## config.mk

```make
export PLATFORM = sky130hd
export DESIGN_NAME = selectable_fir_iir_audio_filter
export DESIGN_NICKNAME = d
export VERILOG_FILES = /design/src/hw/rtl/sfa_pkg.sv /design/src/hw/rtl/sfa_cell.sv /design/src/hw/rtl/sfa_mac.sv /design/src/hw/rtl/selectable_fir_iir_audio_filter.sv
export SDC_FILE = /design/constraint.sdc
export NUM_CORES = 2
export LEC_CHECK = 0
export ABC_AREA = 1
export BUFFER_PORTS_ARGS = -buffer_cell sky130_fd_sc_hd__buf_2
export CAP_MARGIN = 20
export CORE_ASPECT_RATIO = 1.4
export CORE_MARGIN = 2
export CORE_UTILIZATION = 53
export CTS_BUF_LIST = sky130_fd_sc_hd__clkbuf_8
export DETAILED_ROUTE_END_ITERATION = 8
export GPL_TIMING_DRIVEN = 0
export PLACE_DENSITY = 0.82
export SLEW_MARGIN = 15
export SYNTH_ARGS = -nofsm -noshare
export SYNTH_HDL_FRONTEND = slang
export SYNTH_SLANG_ARGS = --single-unit
export TNS_END_PERCENT = 30
```

## constraint.sdc

```tcl
create_clock -name clk_i -period 9.4 [get_ports clk_i]
set_input_delay 0.47 -clock clk_i [delete_from_list [all_inputs] [get_ports clk_i]]
set_output_delay 0.47 -clock clk_i [all_outputs]
set_load 0.02 [all_outputs]
```

## src/hw/rtl/sfa_pkg.sv

```systemverilog
// Package for the selectable FIR/IIR audio filter: mode codes, widths, coefficient tables.
// No dependencies.
`timescale 1ns / 1ps
package sfa_pkg;

  localparam int SampleW = 10;
  localparam int HistW   = 32;
  localparam int HistFrac = 16;
  localparam logic [9:0] SampleMax = 10'd1023;

  localparam logic [1:0] ModeBypass = 2'd0;
  localparam logic [1:0] ModeFir    = 2'd1;
  localparam logic [1:0] ModeIir    = 2'd2;

  localparam int FirTabLen = 51;
  localparam int IirTabLen = 5;

  typedef int fir_tab_t [FirTabLen];
  typedef int iir_tab_t [IirTabLen];

  // coefficients in units of 1e-4
  localparam fir_tab_t FirTab = '{
    2, 5, 8, 12, 18, 25, 33, 42, 52, 63, 74, 85, 96, 106, 115, 123,
    129, 133, 135, 134, 131, 125, 116, 104, 89, 71, 9500, 71, 89, 104, 116, 125,
    131, 134, 135, 133, 129, 123, 115, 106, 96, 85, 74, 63, 52, 42, 33, 25,
    18, 12, 8};
  localparam iir_tab_t IirBTab = '{67, 269, 404, 269, 67};
  localparam iir_tab_t IirATab = '{10000, -23741, 23147, -10543, 1873};

  // round to nearest, ties away from zero
  function automatic longint to_fixed(input int n, input int frac);
    longint s;
    longint m;
    s = longint'(1) << frac;
    if (n >= 0) begin
      m = (longint'(n) * s + 64'sd5000) / 64'sd10000;
    end else begin
      m = -((longint'(-n) * s + 64'sd5000) / 64'sd10000);
    end
    return m;
  endfunction

  function automatic longint fir_coef(input int i, input int frac);
    return (i < FirTabLen) ? to_fixed(FirTab[i], frac) : 64'sd0;
  endfunction

  function automatic longint iir_b(input int i, input int frac);
    return (i < IirTabLen) ? to_fixed(IirBTab[i], frac) : 64'sd0;
  endfunction

  function automatic longint iir_a(input int i, input int frac);
    return (i < IirTabLen) ? to_fixed(IirATab[i], frac) : 64'sd0;
  endfunction

endpackage

```

## src/hw/rtl/sfa_cell.sv

```systemverilog
// One delay cell of the rotating history ring: holds a value, hands it on each shift.
// Depends on nothing.
`timescale 1ns / 1ps
module sfa_cell #(
  parameter int W = 10
) (
  input  logic         clk_i,
  input  logic         rst_ni,
  input  logic         clr_i,
  input  logic         shift_i,
  input  logic [W-1:0] d_i,
  output logic [W-1:0] q_o
);
  logic [W-1:0] val_q;

  always_ff @(posedge clk_i or negedge rst_ni) begin
    if (!rst_ni) begin
      val_q <= '0;
    end else if (clr_i) begin
      val_q <= '0;
    end else if (shift_i) begin
      val_q <= d_i;
    end
  end

  assign q_o = val_q;
endmodule

```

## src/hw/rtl/sfa_mac.sv

```systemverilog
// Shared MAC: 32x32 signed product registered, added to or subtracted from a 64-bit sum.
// Depends on nothing.
`timescale 1ns / 1ps
module sfa_mac (
  input  logic               clk_i,
  input  logic               rst_ni,
  input  logic               clr_i,
  input  logic               en_i,
  input  logic signed [31:0] a_i,
  input  logic signed [31:0] b_i,
  input  logic               sub_i,
  output logic signed [63:0] acc_o
);
  logic signed [63:0] prod_q;
  logic               prod_vld_q, sub_q;
  logic signed [63:0] acc_q;

  always_ff @(posedge clk_i or negedge rst_ni) begin
    if (!rst_ni) begin
      prod_vld_q <= 1'b0;
      acc_q      <= '0;
    end else begin
      prod_vld_q <= en_i;
      if (clr_i) begin
        acc_q <= '0;
      end else if (prod_vld_q) begin
        acc_q <= sub_q ? acc_q - prod_q : acc_q + prod_q;
      end
    end
  end

  always_ff @(posedge clk_i) begin
    prod_q <= a_i * b_i;
    sub_q  <= sub_i;
  end

  assign acc_o = acc_q;
endmodule

```

## src/hw/rtl/selectable_fir_iir_audio_filter.sv

```systemverilog
// Top level of the selectable FIR/IIR audio filter: sequencer, history rings, one MAC.
// Depends on sfa_pkg, sfa_cell, sfa_mac.
//
// channel | signals                           | direction
// in      | in_valid_i, in_stall_o, sample_in_i   | request in
// out     | out_valid_o, out_stall_i, sample_out_o| request out
// cfg     | cfg_valid_i, cfg_ready_o, cfg_data_i  | mode write
//
// After acceptance, bypass goes straight to the output state; FIR and IIR step the
// single shared multiplier through the history rings, then pass the wait, done and out states.
// The next request is taken only after the result has been raised and taken.
// Rings rotate one cell per product so each coefficient meets its tap at the ring head.
// Reset clears mode and histories; a mode write clears histories.
// A result held by out_stall_i blocks the next request until taken.
`timescale 1ns / 1ps
module selectable_fir_iir_audio_filter #(
  parameter int FIR_LENGTH = 51,
  parameter int IIR_DEGREE = 4,
  parameter int COEF_FRACTION_BITS = 16
) (
  input  logic       clk_i,
  input  logic       rst_ni,
  input  logic       in_valid_i,
  output logic       in_stall_o,
  input  logic [9:0] sample_in_i,
  output logic       out_valid_o,
  input  logic       out_stall_i,
  output logic [9:0] sample_out_o,
  input  logic       cfg_valid_i,
  output logic       cfg_ready_o,
  input  logic [1:0] cfg_data_i
);
  import sfa_pkg::*;

  localparam int CntW = $clog2(FIR_LENGTH + 2 * IIR_DEGREE + 2);

  localparam logic [2:0] StIdle = 3'd0;
  localparam logic [2:0] StFir  = 3'd1;
  localparam logic [2:0] StIir  = 3'd2;
  localparam logic [2:0] StWait = 3'd3;
  localparam logic [2:0] StDone = 3'd4;
  localparam logic [2:0] StOut  = 3'd5;

  logic [2:0]      st_q, st_d;
  logic [1:0]      mode_q;
  logic [CntW-1:0] cnt_q, cnt_d;
  logic [2:0]      wait_q;
  logic [9:0]      res_q;
  logic [9:0]      res_x_q;
  logic            out_vld_q;
  logic            clr;

  assign clr         = cfg_valid_i && cfg_ready_o;
  assign cfg_ready_o = (st_q == StIdle) && !out_vld_q;
  assign in_stall_o  = (st_q != StIdle) || out_vld_q || cfg_valid_i;
  wire   acc_in      = in_valid_i && !in_stall_o;

  // FIR ring: fir_q[0] is the head; rotation shifts toward lower index
  logic [9:0] fir_q [FIR_LENGTH];
  logic [9:0] fir_d [FIR_LENGTH];
  logic       fir_sh;
  logic       fir_ins;

  // IIR rings: x past and y past
  logic [9:0]       xin_q [IIR_DEGREE];
  logic [9:0]       xin_d [IIR_DEGREE];
  logic [HistW-1:0] yh_q [IIR_DEGREE];
  logic [HistW-1:0] yh_d [IIR_DEGREE];
  logic             iir_x_sh;
  logic             iir_y_sh;
  logic             iir_ins;
  logic [HistW-1:0] y_new;

  // insert: new sample enters at head, others move up one (oldest dropped)
  // rotate: head goes to tail, others move down one
  always_comb begin
    for (int i = 0; i < FIR_LENGTH; i++) begin
      if (fir_ins) begin
        fir_d[i] = (i == 0) ? sample_in_i : fir_q[(i + FIR_LENGTH - 1) % FIR_LENGTH];
      end else begin
        fir_d[i] = fir_q[(i + 1) % FIR_LENGTH];
      end
    end
    for (int i = 0; i < IIR_DEGREE; i++) begin
      if (iir_ins) begin
        xin_d[i] = (i == 0) ? res_x_q : xin_q[(i + IIR_DEGREE - 1) % IIR_DEGREE];
        yh_d[i]  = (i == 0) ? y_new : yh_q[(i + IIR_DEGREE - 1) % IIR_DEGREE];
      end else begin
        xin_d[i] = xin_q[(i + 1) % IIR_DEGREE];
        yh_d[i]  = yh_q[(i + 1) % IIR_DEGREE];
      end
    end
  end

  for (genvar g = 0; g < FIR_LENGTH; g++) begin : g_fir
    sfa_cell #(.W(10)) u_cell (
      .clk_i, .rst_ni, .clr_i(clr), .shift_i(fir_sh), .d_i(fir_d[g]), .q_o(fir_q[g]));
  end
  for (genvar g = 0; g < IIR_DEGREE; g++) begin : g_iir
    sfa_cell #(.W(10)) u_x (
      .clk_i, .rst_ni, .clr_i(clr), .shift_i(iir_x_sh), .d_i(xin_d[g]), .q_o(xin_q[g]));
    sfa_cell #(.W(HistW)) u_y (
      .clk_i, .rst_ni, .clr_i(clr), .shift_i(iir_y_sh), .d_i(yh_d[g]), .q_o(yh_q[g]));
  end

  // coefficient lookup
  logic signed [31:0] coef;
  logic signed [31:0] opnd;
  logic               mac_en, mac_sub, mac_clr;
  logic signed [63:0] acc;
  logic [CntW-1:0]    half;

  assign half = cnt_q >> 1;

  always_comb begin
    coef    = '0;
    opnd    = '0;
    mac_sub = 1'b0;
    for (int i = 0; i < FIR_LENGTH; i++) begin
      if (st_q == StFir && cnt_q == CntW'(i)) begin
        coef = 32'(fir_coef(i, COEF_FRACTION_BITS));
      end
    end
    if (st_q == StFir) begin
      opnd = {22'd0, fir_q[0]};
    end
    if (st_q == StIir) begin
      if (cnt_q == '0) begin
        coef = 32'(iir_b(0, COEF_FRACTION_BITS));
        opnd = {6'd0, res_x_q, 16'd0};
      end else if (cnt_q[0]) begin
        for (int i = 1; i <= IIR_DEGREE; i++) begin
          if (half == CntW'(i - 1)) coef = 32'(iir_b(i, COEF_FRACTION_BITS));
        end
        opnd = {6'd0, xin_q[0], 16'd0};
      end else begin
        for (int i = 1; i <= IIR_DEGREE; i++) begin
          if (half == CntW'(i)) coef = 32'(iir_a(i, COEF_FRACTION_BITS));
        end
        opnd    = yh_q[0];
        mac_sub = 1'b1;
      end
    end
  end

  assign mac_en  = (st_q == StFir) || (st_q == StIir);
  assign mac_clr = acc_in;

  sfa_mac u_mac (
    .clk_i, .rst_ni, .clr_i(mac_clr), .en_i(mac_en), .a_i(coef), .b_i(opnd),
    .sub_i(mac_sub), .acc_o(acc));

  // IIR: odd steps use x ring, even steps (>0) use y ring; each ring rotates after use
  assign fir_ins  = acc_in && (mode_q == ModeFir);
  assign fir_sh   = fir_ins || (st_q == StFir);
  assign iir_ins  = (st_q == StDone) && (mode_q == ModeIir);
  assign iir_x_sh = iir_ins || ((st_q == StIir) && cnt_q[0]);
  assign iir_y_sh = iir_ins || ((st_q == StIir) && (cnt_q != '0) && !cnt_q[0]);

  // y = acc / 2^F toward zero, saturated to 32 bits in IIR mode
  logic signed [63:0] qt;
  logic signed [63:0] ys;
  logic signed [63:0] yi;
  logic [9:0]         clamped;

  always_comb begin
    logic signed [63:0] rnd;
    rnd = acc + ((acc < 0) ? ((64'sd1 <<< COEF_FRACTION_BITS) - 64'sd1) : 64'sd0);
    qt  = rnd >>> COEF_FRACTION_BITS;
    ys  = qt;
    if (mode_q == ModeIir) begin
      if (qt > 64'sd2147483647) ys = 64'sd2147483647;
      if (qt < -64'sd2147483648) ys = -64'sd2147483648;
    end
    y_new = ys[HistW-1:0];
    if (mode_q == ModeIir) begin
      yi = (ys + ((ys < 0) ? 64'sd65535 : 64'sd0)) >>> HistFrac;
    end else begin
      yi = ys;
    end
    if (yi < 0) clamped = '0;
    else if (yi > 64'sd1023) clamped = SampleMax;
    else clamped = yi[9:0];
  end

  // the x ring is rotated once per x product, a full turn per pass, so the opnd order matches past inputs
  always_comb begin
    st_d  = st_q;
    cnt_d = cnt_q;
    case (st_q)
      StIdle: begin
        cnt_d = '0;
        if (acc_in) begin
          if (mode_q == ModeFir) st_d = StFir;
          else if (mode_q == ModeIir) st_d = StIir;
          else st_d = StOut;
        end
      end
      StFir: begin
        cnt_d = cnt_q + 1'b1;
        if (cnt_q == CntW'(FIR_LENGTH - 1)) st_d = StWait;
      end
      StIir: begin
        cnt_d = cnt_q + 1'b1;
        if (cnt_q == CntW'(2 * IIR_DEGREE)) st_d = StWait;
      end
      StWait: begin
        if (wait_q == 3'd1) st_d = StDone;
      end
      StDone: st_d = StOut;
      StOut: st_d = StIdle;
      default: st_d = StIdle;
    endcase
  end

  always_ff @(posedge clk_i or negedge rst_ni) begin
    if (!rst_ni) begin
      st_q      <= StIdle;
      cnt_q     <= '0;
      mode_q    <= ModeBypass;
      out_vld_q <= 1'b0;
      wait_q    <= '0;
    end else begin
      st_q  <= st_d;
      cnt_q <= cnt_d;
      if (clr) mode_q <= cfg_data_i;
      wait_q <= (st_q == StWait) ? wait_q + 3'd1 : 3'd0;
      if (st_q == StOut) out_vld_q <= 1'b1;
      else if (out_vld_q && !out_stall_i) out_vld_q <= 1'b0;
    end
  end

  always_ff @(posedge clk_i) begin
    if (acc_in) res_x_q <= sample_in_i;
    if (st_q == StDone) res_q <= clamped;
    else if (st_q == StIdle && acc_in && mode_q != ModeFir && mode_q != ModeIir) begin
      res_q <= sample_in_i;
    end
  end

  assign out_valid_o  = out_vld_q;
  assign sample_out_o = res_q;

  a_one_busy: assert property (@(posedge clk_i) disable iff (!rst_ni)
    out_vld_q |-> st_q == StIdle) else $error("result held while busy");
  a_no_cfg_busy: assert property (@(posedge clk_i) disable iff (!rst_ni)
    clr |-> st_q == StIdle && !out_vld_q) else $error("mode write while busy");
  a_out_after: assert property (@(posedge clk_i) disable iff (!rst_ni)
    st_q == StOut |=> out_vld_q) else $error("result not raised");
endmodule
```

# == Word-level counts from Yosys, hierarchy flattened ==
# Index checks and enable logic that the tools add are counted.
# totals
reg_bits,843
latchBits,0
ram_bits,0
mem_bits_ro,0
out_inout_bits,13
mem_count,0
# classes
n_addsub,6
multipliers,1
div_mod_pow,0
n_lt_le_gt_ge,6
eq_ne,68
shift,0
muxes,268
bitwise,1
reduce_logical,88
# ops
cell,count
32-bit two-way mux,76
10-bit two-way mux,170
64-bit two-way mux,7
"64-bit by 1-bit < comparator with 1-bit output, second input constant",3
64-bit by 17-bit adder with 64-bit output,2
"6-bit equality test, second input constant",19
"6-bit by 5-bit equality test with 1-bit output, second input constant",16
64-bit adder,1
"64-bit by 11-bit > comparator with 1-bit output, second input constant",1
32-bit by 32-bit multiplier with 64-bit output,1
64-bit subtractor,1
1-bit logical AND,63
"6-bit by 4-bit equality test with 1-bit output, second input constant",8
"48-bit by 32-bit > comparator with 1-bit output, second input constant",1
"48-bit by 32-bit < comparator with 1-bit output, second input constant",1
16-bit two-way mux,2
"6-bit by 3-bit equality test with 1-bit output, second input constant",4
3-bit two-way mux,7
3-bit case mux with 5 select lines,1
2-bit nonzero test,7
"6-bit by 2-bit equality test with 1-bit output, second input constant",2
6-bit logical NOT,2
6-bit case mux with 2 select lines,1
"5-bit by 2-bit equality test with 1-bit output, second input constant",2
other kinds (22),40

# == Depth between registers and ports, before layout ==
# depth
depth_word,61
mapped_depth,78

# == Hierarchy ==
# From an unflattened synthesis, not the netlist that was laid out.
# hier_totals
hier_cells,13054
hier_area_um2,93293.2
# by_module_without_submodules
mod,n_inst,cells_each,area_per_inst_um2
sfa_mac,1,6811,49696.4
sfa_cell at g_fir[0].u_cell ...,55,43,401.6
selectable_fir_iir_audio_filter,1,3318,16101.7
sfa_cell at g_iir[0].u_y ...,4,140,1351.3

# == Worst setup path before layout ==
# No wires, ideal clock.
# synth_timing
kind,flip-flop to flip-flop
start,register cnt_q[0]
end,register u_mac.prod_q[57]
setup_time_ns,0.122
arrival_ns,10.008
setup_slack_ns,-0.730
stages_incl_launch_ff,49
n_path_buf,4
path_cell_list,dfrtp_1 -> clkbuf_1 -> clkbuf_1 -> inv_1 -> ha_1 -> inv_1 -> nor2_1 -> inv_1 -> nor2_1 -> inv_1 -> nand2_1 -> nor2_1 -> inv_2 -> clkbuf_1 -> o22ai_1 -> clkbuf_1 -> nand2_1 -> fa_1 -> (+13 left out) -> a21oi_1 -> nor2_1 -> a211oi_1 -> inv_1 -> a21oi_1 -> nand2_1 -> a21o_1 -> nand2_1 -> nand2_1 -> nand2_1 -> nand2_1 -> a21boi_0 -> o21ai_0 -> a21boi_0 -> o21bai_1 -> nand4_1 -> nand2_1 -> xor2_1
# synth_between
elab_chain_len,61
# synth_lines
item,line,rtl
"start, declared",selectable_fir_iir_audio_filter.sv:46,"logic [CntW-1:0] cnt_q, cnt_d;"
"start signal, assigned",selectable_fir_iir_audio_filter.sv:225,cnt_q <= cnt_d;
6-bit logical NOT,"selectable_fir_iir_audio_filter.sv:120, selectable_fir_iir_audio_filter.sv:128",
1-bit logical AND,selectable_fir_iir_audio_filter.sv:120,if (st_q == StFir && cnt_q == CntW'(i)) begin
4-bit two-way mux,selectable_fir_iir_audio_filter.sv:120,
32-bit two-way mux (50 in series),selectable_fir_iir_audio_filter.sv:120,
32-bit two-way mux (on tied branches) (4 in series),"selectable_fir_iir_audio_filter.sv:138, selectable_fir_iir_audio_filter.sv:133",
32-bit two-way mux,selectable_fir_iir_audio_filter.sv:131,end else if (cnt_q[0]) begin
32-bit two-way mux,selectable_fir_iir_audio_filter.sv:128,if (cnt_q == '0) begin
32-bit two-way mux,selectable_fir_iir_audio_filter.sv:127,if (st_q == StIir) begin
32-bit by 32-bit multiplier with 64-bit output *,sfa_mac.sv:33,prod_q <= a_i * b_i;
"end signal, assigned",sfa_mac.sv:33,
"end, declared",sfa_mac.sv:14,logic signed [63:0] prod_q;
# Mark *: on every way between the ends. The rest lies on a longest branch, timed or not.
# A chain may end at the register's enable or synchronous reset.

# == Worst setup path in the final report ==
# layout_timing
start,register cnt_q[0]
end,register u_mac.prod_q[60]
# The elaborated chain is that of the path after synthesis.

==> summary.md <==
| Metric | Value |
|---|---|
| Final hold vios | `0` |
| Worst min path class | `in2async` |
| Largest stage delay on the critical path | `0.76 ns` |
| Critical path launch point type | `register` |
| Number of synthesized flops with an enable pin | `20` |
| Clk pin slew, worst setup/hold paths | `0.06 ns` |
| Routed wire length | `252000 um` |
| Area after DPL | `74200 sq um` |
| Port Buf Inserts | `29` |
| Num CTS Buffers | `140` |
| Layout area overhead | `11.3%` |
| Setup CP Type | `reg2reg` |
| Launch point of the worst reg-to-reg path | `cnt_q[0]` |
| Die height | `438 um` |
| Vias per Instance | `5.78` |
| Critical path's top delay family | `adder cells` |
| Crit. Startpoint | `cnt_q[0]` |
| Crit path max-delay cell type | `fa_1` |
| Seq/Total Area, Yosys | `0.292` |
| Critical-path maximum fanout | `15` |
| Placed wire-length estimate | `198000 um` |
| Syn Area/Cell | `7.79 sq um` |
| Nets@finish | `10482` |
| Max clock buf depth | `3` |
| Commonest non-fill, non-tap cell in the layout | `inv_1` |
| Status | `finished, violations left` |
| IR Drop Worst-Case VDD | `0.203 mV` |
| Final Util | `0.594` |
| Fin. max-slew vios | `0` |
| Rows | `159` |
| Chip width | `314 um` |
| Max Freq | `96.9 MHz` |
| Antenna violations before repair | `7` |
| DR WL/cell | `22.2 um` |
| Antenna-violating nets left | `0` |
| CP arrival | `11.15 ns` |
| LEAKAGE | `36.3 nW` |
| Sink Count | `843` |
| Top_reg_cell synth | `dfrtp_1` |
| Post-route clock period utilization | `1.10` |
| Drt drc | `0` |
| First-pass GRT wire length | `385000 um` |
| Final Instance Area | `79500 sq um` |
| Worst path bufs/invs | `12` |
| Post-Syn Area | `71400 sq um` |
| CTS H-tree depth | `4` |
| Total global routing overflow | `0` |
| Vias | `65630` |
| Total track usage | `0.368` |
| CP dominant cell by count | `fa_1` |
| Worst skew pair latency | `0.95 ns` |
| Relative slew slack | `0.159` |
| Drt first pass iters | `6` |
| Commonest non-fill, non-tap cells in the layout | `inv_1 (1872), nand2_1 (1858), o21ai_0 (965)` |
| Final GP Congestion | `1.04` |
| RSZ-0062 raised after global routing | `yes` |
| Final Worst Setup Slack | `-0.922 ns` |
| Worst-margin pin slew | `1.25 ns` |
| Initial detailed-routing violation count | `5926` |
| Die footprint | `138000 sq um` |
| PD cells | `261 nW/um^2` |
| Mapped Cells | `9170` |
| Synth cell types | `62` |
| Largest net degree at the start of global routing | `103` |
| Crit end category | `register` |
| Starting Density | `0.533` |
| Critical Path RT | `10.23 ns` |
| CORE AREA | `134000 sq um` |
| Pre-CTS setup slack | `-3.93 ns` |
| Max Cap Viol | `0` |
| Yosys warnings | `0` |
| CTS tree | `yes` |
| Final TNS setup | `-19.99 ns` |
| Min Tclk post-route | `10.32 ns` |
| Failing checks | `negative setup slack` |
| Root buf cell | `clkbuf_8` |
| Vias in the first global route | `68088` |
| #FFs+latches synth | `843` |
| I/O pins | `30` |
| Fin Clk Skew | `0.0768 ns` |
| Final setup viols | `33` |
| Async SR Flop Fraction | `0.899` |
| Layout cells sized above 1 | `0.0703` |
| WHS | `0.112 ns` |
sequential cells by signal, indices dropped and copies added (netlist names):
| signal | flops |
|---|---|
| cnt_q | 6 |
| g_fir.u_cell.q_o | 510 |
| g_iir.u_x.q_o | 40 |
| g_iir.u_y.q_o | 128 |
| mode_q | 2 |
| out_valid_o | 1 |
| res_x_q | 10 |
| sample_out_o | 10 |
| st_q | 3 |
| u_mac.acc_o | 64 |
| u_mac.prod_q | 64 |
| u_mac.prod_vld_q | 1 |
| u_mac.sub_q | 1 |
| wait_q | 3 |
cell usage after synthesis, drive strengths merged (6+ instances only):
library cell / number / area share
nand2: 1913 / 0.10
inv: 1868 / 0.098
o21ai: 996 / 0.070
dfrtp: 758 / 0.27
fa: 725 / 0.20
nor2: 623 / 0.033
o22ai: 585 / 0.051
clkbuf: 386 / 0.020
a21oi: 318 / 0.022
ha: 269 / 0.047
nand3: 168 / 0.012
xor2: 85 / 0.010
dfxtp: 65 / 0.018
nor3: 49 / 0.0036
xnor2: 47 / 0.0058
nand4: 46 / 0.0043
a31oi: 27 / 0.0024
buf: 26 / 0.0021
nor4: 23 / 0.0020
a22o: 21 / 0.0026
edfxtp: 20 / 0.0084
o211ai: 20 / 0.0021
o21bai: 20 / 0.0022
o31ai: 17 / 0.0018
a211oi: 12 / 0.0013
o21a: 12 / 0.0013
a21boi: 11 / 0.0013
clkinv: 9 / 0.00047
a21o: 7 / 0.00074
or2: 7 / 0.00061
and2: 6 / 0.00053
nand3b: 6 / 0.00063
report_power, final:
group / internal, mW / switching, mW
clock: 1.81 / 1.68
sequential: 4.48 / 0.816
combinational: 3.69 / 8.31
total: 9.97 / 10.8
through the flow:
stage / power, mW / std cells
after floorplan: 12.4 / 9179
after global placement: 16.0 / 10979
after detailed placement: 16.3 / 10993
after CTS: 20.3 / 11318
after global routing: 22.0 / 11345
final: 20.8 / 11345
worst paths after layout:
kind                            slack [ns]  depth (start not counted)                       to
worst max-delay path                 -0.92                         38         u_mac.prod_q[60]
worst min-delay path                  0.11                          2          u_mac.acc_o[59]
worst max register to register       -0.92                         38         u_mac.prod_q[60]
worst min register to register        0.47                          1                wait_q[0]
max in group asynchronous             6.89                          6  g_fir[14].u_cell.q_o[2]
min in group clk_i                    0.34                          4                mode_q[0]
kinds of logic after synthesis:
group,Yosys count,synth area share
other cells,2,0.000105
buf+inv,2289,0.121
fa+ha+maj,994,0.250
compound gates,2063,0.161
xor+xnor,132,0.0162
simple gates,2847,0.159
flops,843,0.292
area by class of cell:
| class | count | area, sq um |
|---|---|---|
| Buffer | 412 | 1840 |
| Clock buffer | 174 | 2390 |
| Clock inverter | 70 | 542 |
| Timing Repair Buffer | 150 | 1350 |
| Fill cell | 11903 | 54400 |
| Sequential cell | 843 | 20900 |
| Inverter | 1877 | 7080 |
| Multi-Input combinational cell | 6047 | 43200 |
| Tap cell | 1771 | 2220 |
| Antenna cell | 1 | 2.50 |
worst register-to-register path: cells and delay by family, from the launching register on:
kind / cells / cell delay, ns
fa+ha+maj: 10 / 5.18
compound gates: 6 / 1.35
flops: 1 / 0.40
buf+inv: 12 / 1.82
simple gates: 10 / 1.53
per-layer routing:
layer / share of wire / vias up / track usage
li1: - / 29629 / -
met1: 0.35 / 32066 / 0.399
met2: 0.48 / 2945 / 0.621
met3: 0.071 / 988 / 0.0685
met4: 0.10 / 2 / 0.315
met5: 0.000079 / - / 0
what timing repair did:
| item | CTS | global route |
|---|---|---|
| cloned | 0 | 0 |
| hold buffers | 14 | 0 |
| endpoints found under the setup margin | 54 | 41 |
| buffers inserted | 67 | 24 |
| pin swaps | 72 | 49 |
| endpoints found under the hold margin | 100 | 0 |
| gates resized for setup | 297 | 67 |
(Power assumes the default switching activity.)
